File: src/rtl/core/mrr_pkg.sv
// Shared types, constants and routing function for the mesh router.
// No dependencies; every other file takes names from here by scope.
package mrr_pkg;

  localparam int PORT_COUNT      = 20;
  localparam int FORWARD_LATENCY = 4;
  localparam int PORT_W          = 5;
  localparam int LOCAL_PORTS     = 16;
  localparam int TIME_W          = 32;
  localparam int CFG_IDX_W       = 2;
  localparam int CFG_DATA_W      = 16;
  localparam int STEP_W          = 5;
  // try steps per tick: the round-robin winner, then every port in order
  localparam int TRY_STEPS       = PORT_COUNT + 1;

  localparam logic [PORT_W-1:0] PORT_NORTH = PORT_W'(16);
  localparam logic [PORT_W-1:0] PORT_EAST  = PORT_W'(17);
  localparam logic [PORT_W-1:0] PORT_SOUTH = PORT_W'(18);
  localparam logic [PORT_W-1:0] PORT_WEST  = PORT_W'(19);
  localparam logic [PORT_W-1:0] PORT_LAST  = PORT_W'(PORT_COUNT - 1);

  typedef enum logic [2:0] {
    EV_ACCEPTED   = 3'd0,
    EV_REJECTED   = 3'd1,
    EV_FORWARDED  = 3'd2,
    EV_NO_CHILD   = 3'd3,
    EV_NO_NEIGHBOR = 3'd4,
    EV_TICK_DONE  = 3'd5
  } event_t;

  typedef enum logic [CFG_IDX_W-1:0] {
    REG_SUBNET   = 2'd0,
    REG_CHILD    = 2'd1,
    REG_NEIGHBOR = 2'd2,
    REG_UNUSED   = 2'd3
  } reg_idx_t;

  typedef enum logic [1:0] {
    ST_IDLE,
    ST_FREE,
    ST_TRY,
    ST_DONE
  } state_t;

  // classified command waiting between front and back
  typedef struct packed {
    logic              is_tick;
    logic              port_ok;
    logic [PORT_W-1:0] port;
    logic [15:0]       dest;
    logic [15:0]       src;
    logic [7:0]        size;
  } qitem_t;

  typedef struct packed {
    logic [11:0] subnet;
    logic [15:0] child;
    logic [3:0]  neighbor;
  } cfg_t;

  typedef struct packed {
    logic [PORT_W-1:0] rr;
    logic              busy;
  } status_t;

  // XY route of a destination address seen from this router
  function automatic logic [PORT_W-1:0] route_port(logic [15:0] addr, logic [11:0] subnet);
    logic [1:0] my_x;
    logic [9:0] my_y;
    logic [1:0] tx;
    logic [9:0] ty;
    logic [PORT_W-1:0] res;
    my_x = subnet[1:0];
    my_y = subnet[11:2];
    tx   = addr[5:4];
    ty   = addr[15:6];
    if (addr[15:4] == subnet) begin
      res = {1'b0, addr[3:0]};
    end else if (ty == my_y) begin
      res = (tx > my_x) ? PORT_EAST : PORT_WEST;
    end else if (tx == my_x) begin
      res = (ty > my_y) ? PORT_SOUTH : PORT_NORTH;
    end else begin
      res = (tx > my_x) ? PORT_EAST : PORT_WEST;
    end
    return res;
  endfunction

endpackage

File: src/rtl/core/mrr_ifs.sv
// Valid/ready channel interfaces: command input, event output, config write.
// Depends on mrr_pkg for widths.
interface mrr_in_if;
  logic                      valid;
  logic                      ready;
  logic                      cmd;
  logic [mrr_pkg::PORT_W-1:0] in_port;
  logic [15:0]               dest_addr;
  logic [15:0]               src_addr;
  logic [7:0]                size_words;
  modport source (output valid, cmd, in_port, dest_addr, src_addr, size_words, input ready);
  modport sink (input valid, cmd, in_port, dest_addr, src_addr, size_words, output ready);
endinterface

interface mrr_out_if;
  logic                      valid;
  logic                      ready;
  logic [2:0]                event_res;
  logic [mrr_pkg::PORT_W-1:0] from_port;
  logic [mrr_pkg::PORT_W-1:0] to_port;
  logic [15:0]               out_dest_addr;
  logic [15:0]               out_src_addr;
  logic [7:0]                out_size_words;
  logic                      last;
  modport source (output valid, event_res, from_port, to_port, out_dest_addr,
                  out_src_addr, out_size_words, last, input ready);
  modport sink (input valid, event_res, from_port, to_port, out_dest_addr,
                out_src_addr, out_size_words, last, output ready);
endinterface

interface mrr_cfg_if;
  logic                            valid;
  logic                            ready;
  logic [mrr_pkg::CFG_IDX_W-1:0]   index;
  logic [mrr_pkg::CFG_DATA_W-1:0]  data;
  modport source (output valid, index, data, input ready);
  modport sink (input valid, index, data, output ready);
endinterface

File: src/rtl/core/mrr_front.sv
// Front end: accepts commands and classifies them for the back end.
// Depends on mrr_pkg and mrr_ifs.
module mrr_front (
  mrr_in_if.sink          in_ch,
  output logic            push_valid,
  input  logic            push_ready,
  output mrr_pkg::qitem_t push_item
);

  // accept whenever the queue has room
  assign in_ch.ready = push_ready;
  assign push_valid  = in_ch.valid;

  // decode command and range-check the port
  always_comb begin
    push_item.is_tick = in_ch.cmd;
    push_item.port_ok = (in_ch.in_port < mrr_pkg::PORT_W'(mrr_pkg::PORT_COUNT));
    push_item.port    = in_ch.in_port;
    push_item.dest    = in_ch.dest_addr;
    push_item.src     = in_ch.src_addr;
    push_item.size    = in_ch.size_words;
  end

endmodule

File: src/rtl/core/mrr_queue.sv
// Two-entry queue of classified commands between front and back.
// Depends on mrr_pkg.
module mrr_queue (
  input  logic            clk,
  input  logic            rst,
  input  logic            push_valid,
  output logic            push_ready,
  input  mrr_pkg::qitem_t push_item,
  output logic            pop_valid,
  input  logic            pop_ready,
  output mrr_pkg::qitem_t pop_item
);

  mrr_pkg::qitem_t entries [2];
  logic       wr_ptr;
  logic       rd_ptr;
  logic [1:0] count;
  logic       do_push;
  logic       do_pop;

  assign push_ready = (count != 2'd2);
  assign pop_valid  = (count != 2'd0);
  assign pop_item   = entries[rd_ptr];
  assign do_push    = push_valid && push_ready;
  assign do_pop     = pop_valid && pop_ready;

  // pointers and fill count
  always_ff @(posedge clk) begin
    if (rst) begin
      wr_ptr <= 1'b0;
      rd_ptr <= 1'b0;
      count  <= 2'd0;
    end else begin
      if (do_push) wr_ptr <= ~wr_ptr;
      if (do_pop)  rd_ptr <= ~rd_ptr;
      count <= count + 2'(do_push) - 2'(do_pop);
    end
  end

  // storage
  always_ff @(posedge clk) begin
    if (do_push) entries[wr_ptr] <= push_item;
  end

endmodule

File: src/rtl/core/mrr_back.sv
// Back end: inbox state, output-port timers, tick sequencer, output register.
// Depends on mrr_pkg and mrr_ifs.
module mrr_back (
  input  logic               clk,
  input  logic               rst,
  input  logic               pop_valid,
  output logic               pop_ready,
  input  mrr_pkg::qitem_t    pop_item,
  input  mrr_pkg::cfg_t      cfg,
  mrr_out_if.source          out_ch,
  output mrr_pkg::status_t   status
);

  localparam int PC = mrr_pkg::PORT_COUNT;
  localparam int PW = mrr_pkg::PORT_W;
  localparam int TW = mrr_pkg::TIME_W;

  // inbox and output-port state
  logic          inbox_full       [PC];
  logic [15:0]   inbox_dest       [PC];
  logic [15:0]   inbox_src        [PC];
  logic [7:0]    inbox_size       [PC];
  logic [TW-1:0] inbox_ready_time [PC];
  logic          outport_busy      [PC];
  logic [TW-1:0] outport_free_time [PC];
  logic [PW-1:0] rr_pointer;
  logic [TW-1:0] tick_time;

  mrr_pkg::state_t st, st_next;
  logic [mrr_pkg::STEP_W-1:0] step;

  // output register
  logic        o_valid;
  logic [2:0]  o_event;
  logic [PW-1:0] o_from;
  logic [PW-1:0] o_to;
  logic [15:0] o_dest;
  logic [15:0] o_src;
  logic [7:0]  o_size;
  logic        o_last;
  logic        slot_ok;
  logic        o_load;

  // step datapath
  logic [PW-1:0] idx;
  logic          try_ok;
  logic [PW-1:0] dst;
  logic          present;
  logic          act;
  mrr_pkg::event_t try_ev;
  logic          arr_ok;
  logic [TW-1:0] due_time;
  logic [PW-1:0] rr_inc;

  assign slot_ok  = !o_valid || out_ch.ready;
  assign due_time = tick_time + TW'(mrr_pkg::FORWARD_LATENCY);
  assign rr_inc   = (rr_pointer == mrr_pkg::PORT_LAST) ? '0 : rr_pointer + PW'(1);

  // a new event enters the output register this cycle
  assign o_load = slot_ok &&
                  ((st == mrr_pkg::ST_IDLE && pop_valid && !pop_item.is_tick) ||
                   (st == mrr_pkg::ST_TRY && act) ||
                   (st == mrr_pkg::ST_DONE));

  // inbox under test and its route
  always_comb begin
    idx     = (step == '0) ? rr_pointer : PW'(step - mrr_pkg::STEP_W'(1));
    try_ok  = inbox_full[idx] && !(inbox_ready_time[idx] > tick_time);
    dst     = mrr_pkg::route_port(inbox_dest[idx], cfg.subnet);
    present = (dst < PW'(mrr_pkg::LOCAL_PORTS)) ? cfg.child[dst[3:0]]
                                                : cfg.neighbor[dst[1:0]];
    act     = try_ok && !outport_busy[dst];
    if (present) try_ev = mrr_pkg::EV_FORWARDED;
    else if (dst < PW'(mrr_pkg::LOCAL_PORTS)) try_ev = mrr_pkg::EV_NO_CHILD;
    else try_ev = mrr_pkg::EV_NO_NEIGHBOR;
    arr_ok  = pop_item.port_ok && !inbox_full[pop_item.port];
  end

  // next state
  always_comb begin
    st_next = st;
    case (st)
      mrr_pkg::ST_IDLE: begin
        if (pop_valid && pop_item.is_tick) st_next = mrr_pkg::ST_FREE;
      end
      mrr_pkg::ST_FREE: st_next = mrr_pkg::ST_TRY;
      mrr_pkg::ST_TRY: begin
        if ((slot_ok || !act) && step == mrr_pkg::STEP_W'(mrr_pkg::TRY_STEPS - 1))
          st_next = mrr_pkg::ST_DONE;
      end
      mrr_pkg::ST_DONE: begin
        if (slot_ok) st_next = mrr_pkg::ST_IDLE;
      end
      default: st_next = mrr_pkg::ST_IDLE;
    endcase
  end

  // queue pop: an arrival leaves at once, a tick when its last result goes out
  always_comb begin
    case (st)
      mrr_pkg::ST_IDLE: pop_ready = pop_valid && !pop_item.is_tick && slot_ok;
      mrr_pkg::ST_DONE: pop_ready = slot_ok;
      default:          pop_ready = 1'b0;
    endcase
  end

  always_ff @(posedge clk) begin
    if (rst) st <= mrr_pkg::ST_IDLE;
    else     st <= st_next;
  end

  // sequencer, state updates and output register
  always_ff @(posedge clk) begin
    if (rst) begin
      step       <= '0;
      rr_pointer <= '0;
      tick_time  <= '0;
      o_valid    <= 1'b0;
      for (int i = 0; i < PC; i++) begin
        inbox_full[i]        <= 1'b0;
        inbox_ready_time[i]  <= '0;
        outport_busy[i]      <= 1'b0;
        outport_free_time[i] <= '0;
      end
    end else begin
      o_valid <= o_load || (o_valid && !out_ch.ready);
      case (st)
        mrr_pkg::ST_IDLE: begin
          step <= '0;
          if (pop_valid && !pop_item.is_tick && slot_ok) begin
            o_event <= arr_ok ? mrr_pkg::EV_ACCEPTED : mrr_pkg::EV_REJECTED;
            o_from  <= pop_item.port;
            o_to    <= '0;
            o_dest  <= pop_item.dest;
            o_src   <= pop_item.src;
            o_size  <= pop_item.size;
            o_last  <= 1'b1;
            if (arr_ok) begin
              inbox_full[pop_item.port]       <= 1'b1;
              inbox_ready_time[pop_item.port] <= due_time;
            end
          end
        end
        mrr_pkg::ST_FREE: begin
          for (int i = 0; i < PC; i++)
            if (outport_busy[i] && outport_free_time[i] < tick_time)
              outport_busy[i] <= 1'b0;
        end
        mrr_pkg::ST_TRY: begin
          if (act && slot_ok) begin
            o_event <= try_ev;
            o_from  <= idx;
            o_to    <= dst;
            o_dest  <= inbox_dest[idx];
            o_src   <= inbox_src[idx];
            o_size  <= inbox_size[idx];
            o_last  <= 1'b0;
            inbox_full[idx] <= 1'b0;
            if (try_ev == mrr_pkg::EV_FORWARDED) begin
              outport_busy[dst]      <= 1'b1;
              outport_free_time[dst] <= due_time;
              rr_pointer             <= rr_inc;
            end
          end
          if (slot_ok || !act) step <= step + mrr_pkg::STEP_W'(1);
        end
        mrr_pkg::ST_DONE: begin
          if (slot_ok) begin
            o_event   <= mrr_pkg::EV_TICK_DONE;
            o_from    <= '0;
            o_to      <= '0;
            o_dest    <= '0;
            o_src     <= '0;
            o_size    <= '0;
            o_last    <= 1'b1;
            tick_time <= tick_time + TW'(1);
          end
        end
        default: step <= '0;
      endcase
    end
  end

  // payload written only on arrival
  always_ff @(posedge clk) begin
    if (st == mrr_pkg::ST_IDLE && pop_valid && !pop_item.is_tick && slot_ok && arr_ok) begin
      inbox_dest[pop_item.port] <= pop_item.dest;
      inbox_src[pop_item.port]  <= pop_item.src;
      inbox_size[pop_item.port] <= pop_item.size;
    end
  end

  assign out_ch.valid          = o_valid;
  assign out_ch.event_res      = o_event;
  assign out_ch.from_port      = o_from;
  assign out_ch.to_port        = o_to;
  assign out_ch.out_dest_addr  = o_dest;
  assign out_ch.out_src_addr   = o_src;
  assign out_ch.out_size_words = o_size;
  assign out_ch.last           = o_last;

  assign status.rr   = rr_pointer;
  assign status.busy = (st != mrr_pkg::ST_IDLE);

endmodule

File: src/rtl/core/mesh_router_xy_round_robin.sv
// Top level of the 20-port XY mesh router: config registers, front, queue, back.
// Depends on mrr_pkg, mrr_ifs, mrr_front, mrr_queue and mrr_back.

// An arrival command gives one event in the back end once it reaches the head
// of the two-entry command queue. A tick is recognized at the head of the queue,
// then releases expired output ports, makes 21 inbox tries - the round-robin
// winner first, then ports 0 to 19 - and closes with the tick-done event; the
// try sequencer tests a single inbox per cycle, but a try or event that has to
// load the event output register waits while that register stays occupied.
// Config writes are always taken and must only be issued while the router is idle.
module mesh_router_xy_round_robin (
  input  logic clk,
  input  logic rst,
  mrr_in_if.sink     in_ch,
  mrr_out_if.source  out_ch,
  mrr_cfg_if.sink    cfg_ch
);

  mrr_pkg::cfg_t    cfg;
  mrr_pkg::qitem_t  push_item;
  mrr_pkg::qitem_t  pop_item;
  mrr_pkg::status_t status;
  logic push_valid, push_ready, pop_valid, pop_ready;

  // configuration registers
  assign cfg_ch.ready = 1'b1;
  always_ff @(posedge clk) begin
    if (rst) begin
      cfg <= '0;
    end else if (cfg_ch.valid) begin
      case (mrr_pkg::reg_idx_t'(cfg_ch.index))
        mrr_pkg::REG_SUBNET:   cfg.subnet   <= cfg_ch.data[11:0];
        mrr_pkg::REG_CHILD:    cfg.child    <= cfg_ch.data;
        mrr_pkg::REG_NEIGHBOR: cfg.neighbor <= cfg_ch.data[3:0];
        default: ;
      endcase
    end
  end

  mrr_front u_front (
    .in_ch      (in_ch),
    .push_valid (push_valid),
    .push_ready (push_ready),
    .push_item  (push_item)
  );

  mrr_queue u_queue (
    .clk        (clk),
    .rst        (rst),
    .push_valid (push_valid),
    .push_ready (push_ready),
    .push_item  (push_item),
    .pop_valid  (pop_valid),
    .pop_ready  (pop_ready),
    .pop_item   (pop_item)
  );

  mrr_back u_back (
    .clk       (clk),
    .rst       (rst),
    .pop_valid (pop_valid),
    .pop_ready (pop_ready),
    .pop_item  (pop_item),
    .cfg       (cfg),
    .out_ch    (out_ch),
    .status    (status)
  );

`ifndef SYNTH
  // round-robin pointer stays within the port range
  a_rr_range: assert property (@(posedge clk) disable iff (rst)
    status.rr < mrr_pkg::PORT_W'(mrr_pkg::PORT_COUNT))
    else $error("rr pointer out of range");

  // tick-done and arrival events always close their command
  a_last_events: assert property (@(posedge clk) disable iff (rst)
    out_ch.valid && (out_ch.event_res == mrr_pkg::EV_TICK_DONE ||
                     out_ch.event_res == mrr_pkg::EV_ACCEPTED ||
                     out_ch.event_res == mrr_pkg::EV_REJECTED) |-> out_ch.last)
    else $error("closing event without last");

  // a command leaves the queue only while the back end is busy with it or idle
  a_pop_idle: assert property (@(posedge clk) disable iff (rst)
    pop_ready && !pop_item.is_tick |-> !status.busy)
    else $error("arrival popped during a tick");
`endif

endmodule
File: src/flat_wrapper.sv
// flat-port wrapper written by rule: the top's interface ports become plain ports
module mesh_router_xy_round_robin_flat 
  (clk, rst, in_ch_valid, in_ch_cmd, in_ch_in_port, in_ch_dest_addr, in_ch_src_addr, in_ch_size_words, in_ch_ready, out_ch_valid, out_ch_event_res, out_ch_from_port, out_ch_to_port, out_ch_out_dest_addr, out_ch_out_src_addr, out_ch_out_size_words, out_ch_last, out_ch_ready, cfg_ch_valid, cfg_ch_index, cfg_ch_data, cfg_ch_ready);
  mrr_in_if in_ch_i ();
  mrr_out_if out_ch_i ();
  mrr_cfg_if cfg_ch_i ();
  input  logic clk;
  input  logic rst;
  input wire logic [$bits(in_ch_i.valid)-1:0] in_ch_valid;
  input wire logic [$bits(in_ch_i.cmd)-1:0] in_ch_cmd;
  input wire logic [$bits(in_ch_i.in_port)-1:0] in_ch_in_port;
  input wire logic [$bits(in_ch_i.dest_addr)-1:0] in_ch_dest_addr;
  input wire logic [$bits(in_ch_i.src_addr)-1:0] in_ch_src_addr;
  input wire logic [$bits(in_ch_i.size_words)-1:0] in_ch_size_words;
  output wire logic [$bits(in_ch_i.ready)-1:0] in_ch_ready;
  output wire logic [$bits(out_ch_i.valid)-1:0] out_ch_valid;
  output wire logic [$bits(out_ch_i.event_res)-1:0] out_ch_event_res;
  output wire logic [$bits(out_ch_i.from_port)-1:0] out_ch_from_port;
  output wire logic [$bits(out_ch_i.to_port)-1:0] out_ch_to_port;
  output wire logic [$bits(out_ch_i.out_dest_addr)-1:0] out_ch_out_dest_addr;
  output wire logic [$bits(out_ch_i.out_src_addr)-1:0] out_ch_out_src_addr;
  output wire logic [$bits(out_ch_i.out_size_words)-1:0] out_ch_out_size_words;
  output wire logic [$bits(out_ch_i.last)-1:0] out_ch_last;
  input wire logic [$bits(out_ch_i.ready)-1:0] out_ch_ready;
  input wire logic [$bits(cfg_ch_i.valid)-1:0] cfg_ch_valid;
  input wire logic [$bits(cfg_ch_i.index)-1:0] cfg_ch_index;
  input wire logic [$bits(cfg_ch_i.data)-1:0] cfg_ch_data;
  output wire logic [$bits(cfg_ch_i.ready)-1:0] cfg_ch_ready;
  assign in_ch_i.valid = in_ch_valid;
  assign in_ch_i.cmd = in_ch_cmd;
  assign in_ch_i.in_port = in_ch_in_port;
  assign in_ch_i.dest_addr = in_ch_dest_addr;
  assign in_ch_i.src_addr = in_ch_src_addr;
  assign in_ch_i.size_words = in_ch_size_words;
  assign in_ch_ready = in_ch_i.ready;
  assign out_ch_valid = out_ch_i.valid;
  assign out_ch_event_res = out_ch_i.event_res;
  assign out_ch_from_port = out_ch_i.from_port;
  assign out_ch_to_port = out_ch_i.to_port;
  assign out_ch_out_dest_addr = out_ch_i.out_dest_addr;
  assign out_ch_out_src_addr = out_ch_i.out_src_addr;
  assign out_ch_out_size_words = out_ch_i.out_size_words;
  assign out_ch_last = out_ch_i.last;
  assign out_ch_i.ready = out_ch_ready;
  assign cfg_ch_i.valid = cfg_ch_valid;
  assign cfg_ch_i.index = cfg_ch_index;
  assign cfg_ch_i.data = cfg_ch_data;
  assign cfg_ch_ready = cfg_ch_i.ready;
  mesh_router_xy_round_robin u_core (.clk(clk), .rst(rst), .in_ch(in_ch_i), .out_ch(out_ch_i), .cfg_ch(cfg_ch_i));
endmodule
File: config.mk
export PLATFORM = sky130hd
export DESIGN_NAME = mesh_router_xy_round_robin_flat
export DESIGN_NICKNAME = d
export VERILOG_FILES = /design/src/rtl/core/mrr_pkg.sv /design/src/rtl/core/mrr_ifs.sv /design/src/rtl/core/mrr_front.sv /design/src/rtl/core/mrr_queue.sv /design/src/rtl/core/mrr_back.sv /design/src/rtl/core/mesh_router_xy_round_robin.sv /design/src/flat_wrapper.sv
export SDC_FILE = /design/constraint.sdc
export NUM_CORES = 2
export LEC_CHECK = 0
export BUFFER_PORTS_ARGS = -buffer_cell sky130_fd_sc_hd__buf_2
export CORE_AREA = 3 3 777 470
export CTS_CLUSTER_SIZE = 40
export DETAILED_ROUTE_END_ITERATION = 16
export DIE_AREA = 0 0 780 473
export MAX_ROUTING_LAYER = met4
export REMOVE_ABC_BUFFERS = 1
export SLEW_MARGIN = 10
export SYNTH_ARGS = -nofsm -noshare
export SYNTH_HDL_FRONTEND = slang
export SYNTH_SLANG_ARGS = --single-unit
File: constraint.sdc
create_clock -name clk -period 15.2 [get_ports clk]
set_clock_uncertainty 0.2 [all_clocks]
set_input_delay 3.8 -clock clk [delete_from_list [all_inputs] [get_ports clk]]
set_output_delay 3.8 -clock clk [all_outputs]
set_load 0.005 [all_outputs]
==> run metrics <==
commonest non-fill, non-tap cell in the layout edfxtp_1; Final Util 39.4%; Clk pin slew, worst setup/hold paths 0.07 ns; number of synthesized flops with an enable pin 2,644; Critical-path top delay cell a21oi_1; initial core utilization 35.0%; I/O Pins 126; DR pass1 iterations 8; CTS Buffer Depth 4; CP top delay family simple AND/OR/NAND/NOR gates; DP Area approximately 130,000 sq um; routed len/inst 26.1 um; clock latency on the worst-skew pair 0.90 ns; max cap viols 0; CTS Sinks 2,746; CTS Root Cell clkbuf_16; Slew @ Worst Pin 1.39 ns; row count between 150 and 200; design area 141,000 sq um; CTS buffer count 267; post_cts resized 0; worst slack, placed 4.34 ns; total die area 369,000 sq um; kind of critical path reg -> reg; number of port buffers 124; #FFs+latches synth ~2.7k; RSZ-0062 raised after global routing no; fmax between 80 and 90 MHz; die width about 800 um; busiest layer in global routing met1; Hold-fix buffers, CTS 0; fraction of layout cells with a size suffix above 1 9.47%; final-report max-slew violation count 0; Syn Area/Cell 11.8 sq um; Final nets 11.3k; vias in the first global route 80.2k; Setup TNS 0 ns; CP bufs+invs 4; Final WS setup 4.05 ns; slew margin rel. roughly 7%; chip height 473 um; outcome completed; first-pass GRT wire length 583,000 um; synth unique cells 85; Power Density 146 nW/um^2; DP HPWL 231,000 um; CTS tree done; Final Cycle Share 73.4%; Max H-tree Level 5; post-route ant nets 0; Placer Congestion 0.909; register area share after synthesis 64.9%; DRT iter0 DRCs 13.3k; crit path DAT 11.52 ns; CP max FO ~100; postcts setup bufs 0; Mapped Cells 10.6k; Post-synth ARST share 0%; drt drc 0; grt ovf 0; Final Hold Fails 0; Worst IR Drop VDD 107 uV; Core ar. 358,000 sq um; most frequent cells in the layout edfxtp_1 (2,644), nand2_1 (2,005), nor2_1 (1,418), ha_1 (677), nand3_1 (568); Setup violations, final 0; Hold Crit Class reg -> reg; leak pwr 0.0492 uW; crit start category register; GR Layer Usage met3 under 10%; final wirelength around 410,000 um; origin of the worst setup path u_core.u_back.step[0]; Post-synth top flop edfxtp_1; cell area after synthesis about 130,000 sq um; met1 usage 33.5%; met2 GRT Util roughly 29%; Vias 87.4k; WP data required about 16 ns; Crit. End Element register; minimum clock period between 10 and 15 ns; initial antenna violation count 27; Yosys Warn Count 0; Area growth, synth to finish 12.3%; largest net degree at the start of global routing 156; HP Start u_core.cfg[6]; Total GRT Usage 21.9%; vias per inst between 5 and 6; Critical Path Max Stage Delay 0.89 ns; Layout fillers between 30k and 40k; Worst R2R Start u_core.u_back.step[0]
==> final timing paths <==
check / end / slack [ns] / depth (start not counted)
worst max-delay path: u_core.u_back.outport_free_time[5][25] / 4.05 / 26
worst min-delay path: u_core.cfg[6] / 0.26 / 2
worst max register to register: u_core.u_back.outport_free_time[5][25] / 4.05 / 26
worst min register to register: u_core.cfg[6] / 0.26 / 2
==> where the power goes <==
part	internal (uW)	switching, uW	leakage, uW	total [uW]
clock network	3640	2980	0.00408	6620
logic	1430	3590	0.0184	5020
registers	8800	92.4	0.0267	8890
==> registers in the layout (all words and copies together) (netlist names), 3 cells and up, named ones only <==
name	cells
u_core.u_back.inbox_ready_time	1024
u_core.u_back.outport_free_time	640
u_core.u_back.inbox_dest	320
u_core.u_back.inbox_src	320
u_core.u_back.inbox_size	160
u_core.u_queue.entries	94
u_core.cfg	32
u_core.u_back.inbox_full	32
u_core.u_back.tick_time	32
u_core.u_back.outport_busy	20
u_core.u_back.out_ch.out_dest_addr	16
u_core.u_back.out_ch.out_src_addr	16
u_core.u_back.out_ch.out_size_words	8
u_core.u_back.out_ch.from_port	5
u_core.u_back.out_ch.to_port	5
u_core.u_back.rr_pointer	5
u_core.u_back.step	5
u_core.u_back.out_ch.event_res	3
==> logic make-up (layout without fill, tap and decap cells) <==
family / after synthesis / count (layout) / synth area share (%)
AOI/OAI and AO/OA: 1394 / 1394 / 7.70
xor gates and xnor gates: 55 / 55 / 0.384
adders and majority gates: 677 / 677 / 6.76
buffers and inverters: 846 / 974 / 2.66
DFF: 2746 / 2746 / 64.9
muxes: 133 / 133 / 1.18
other: 1 / 8 / 0.00299
and+or+nand+nor: 4763 / 4763 / 16.4
==> tightest hold or removal path: cells and delay by family (launching register included) <==
| kind | cells | cell delay [ns] |
|---|---|---|
| flip-flops | 1 | 0.31 |
| AND/OR/NAND/NOR | 1 | 0.05 |
| AO/OA/AOI/OAI | 1 | 0.05 |
==> Yosys cell counts (8+ instances only) <==
cell       instances  share of area [%]
a2111oi_0         21               0.15
a211o_1           38               0.27
a211oi_1         101               0.60
a21o_1           187                1.1
a21oi_1          258                1.0
a22o_1            16               0.11
a311oi_1         302                2.1
a31o_2            15               0.10
a31oi_1          140               0.70
and3_1           224                1.1
buf_1            104               0.31
buf_2             52               0.21
buf_4              9              0.054
buf_6              8              0.072
clkbuf_1         576                1.7
dfxtp_1          102                1.6
edfxtp_1        2644                 63
ha_1             677                6.8
inv_1             95               0.28
mux2_2            53               0.48
mux2i_1           72               0.57
nand2_1         2005                6.0
nand2b_1         111               0.55
nand3_1          568                2.3
nand4_1          109               0.54
nor2_1          1453                4.3
nor2_2            29               0.14
nor2b_1          117               0.58
nor3_1            39               0.16
nor4_1            25               0.12
o211ai_1          13              0.078
o21ai_0          217               0.87
o22ai_1            9              0.045
o31ai_1           17               0.10
or3_1             28               0.14
xnor2_1           51               0.36
==> per-stage QoR <==
step | instances | total power (uW) | hold slack, ns
2_1_floorplan | 9866 | 13100 | 0.227
3_3_place_gp | 15100 | 13900 | 0.241
3_5_place_dp | 15100 | 13900 | 0.243
4_1_cts | 15600 | 20500 | 0.253
5_1_grt | 15600 | 21300 | 0.287
6_report | 15600 | 20500 | 0.257
==> metal layers <==
| layer | routed length [um] | vias up |
|---|---|---|
| met4 | 9730 | 0 |
| met1 | 183000 | 43400 |
| met5 | 0 | - |
| met3 | 51600 | 585 |
| met2 | 162000 | 4955 |
| li1 | - | 38500 |
==> final cells by class <==
type / count / area (sq um) / share of cell area (%)
timing repair buffer: 409 / 2940 / 2.09
inverter: 97 / 369 / 0.262
antenna: 7 / 17.5 / 0.0124
sequential: 2746 / 81400 / 57.8
clock inverter: 115 / 1100 / 0.778
multi-input combinational: 7023 / 41700 / 29.6
tap: 4816 / 6030 / 4.28
clock buffer: 353 / 7240 / 5.14
Note: power is estimated with default switching activity, not from simulation.
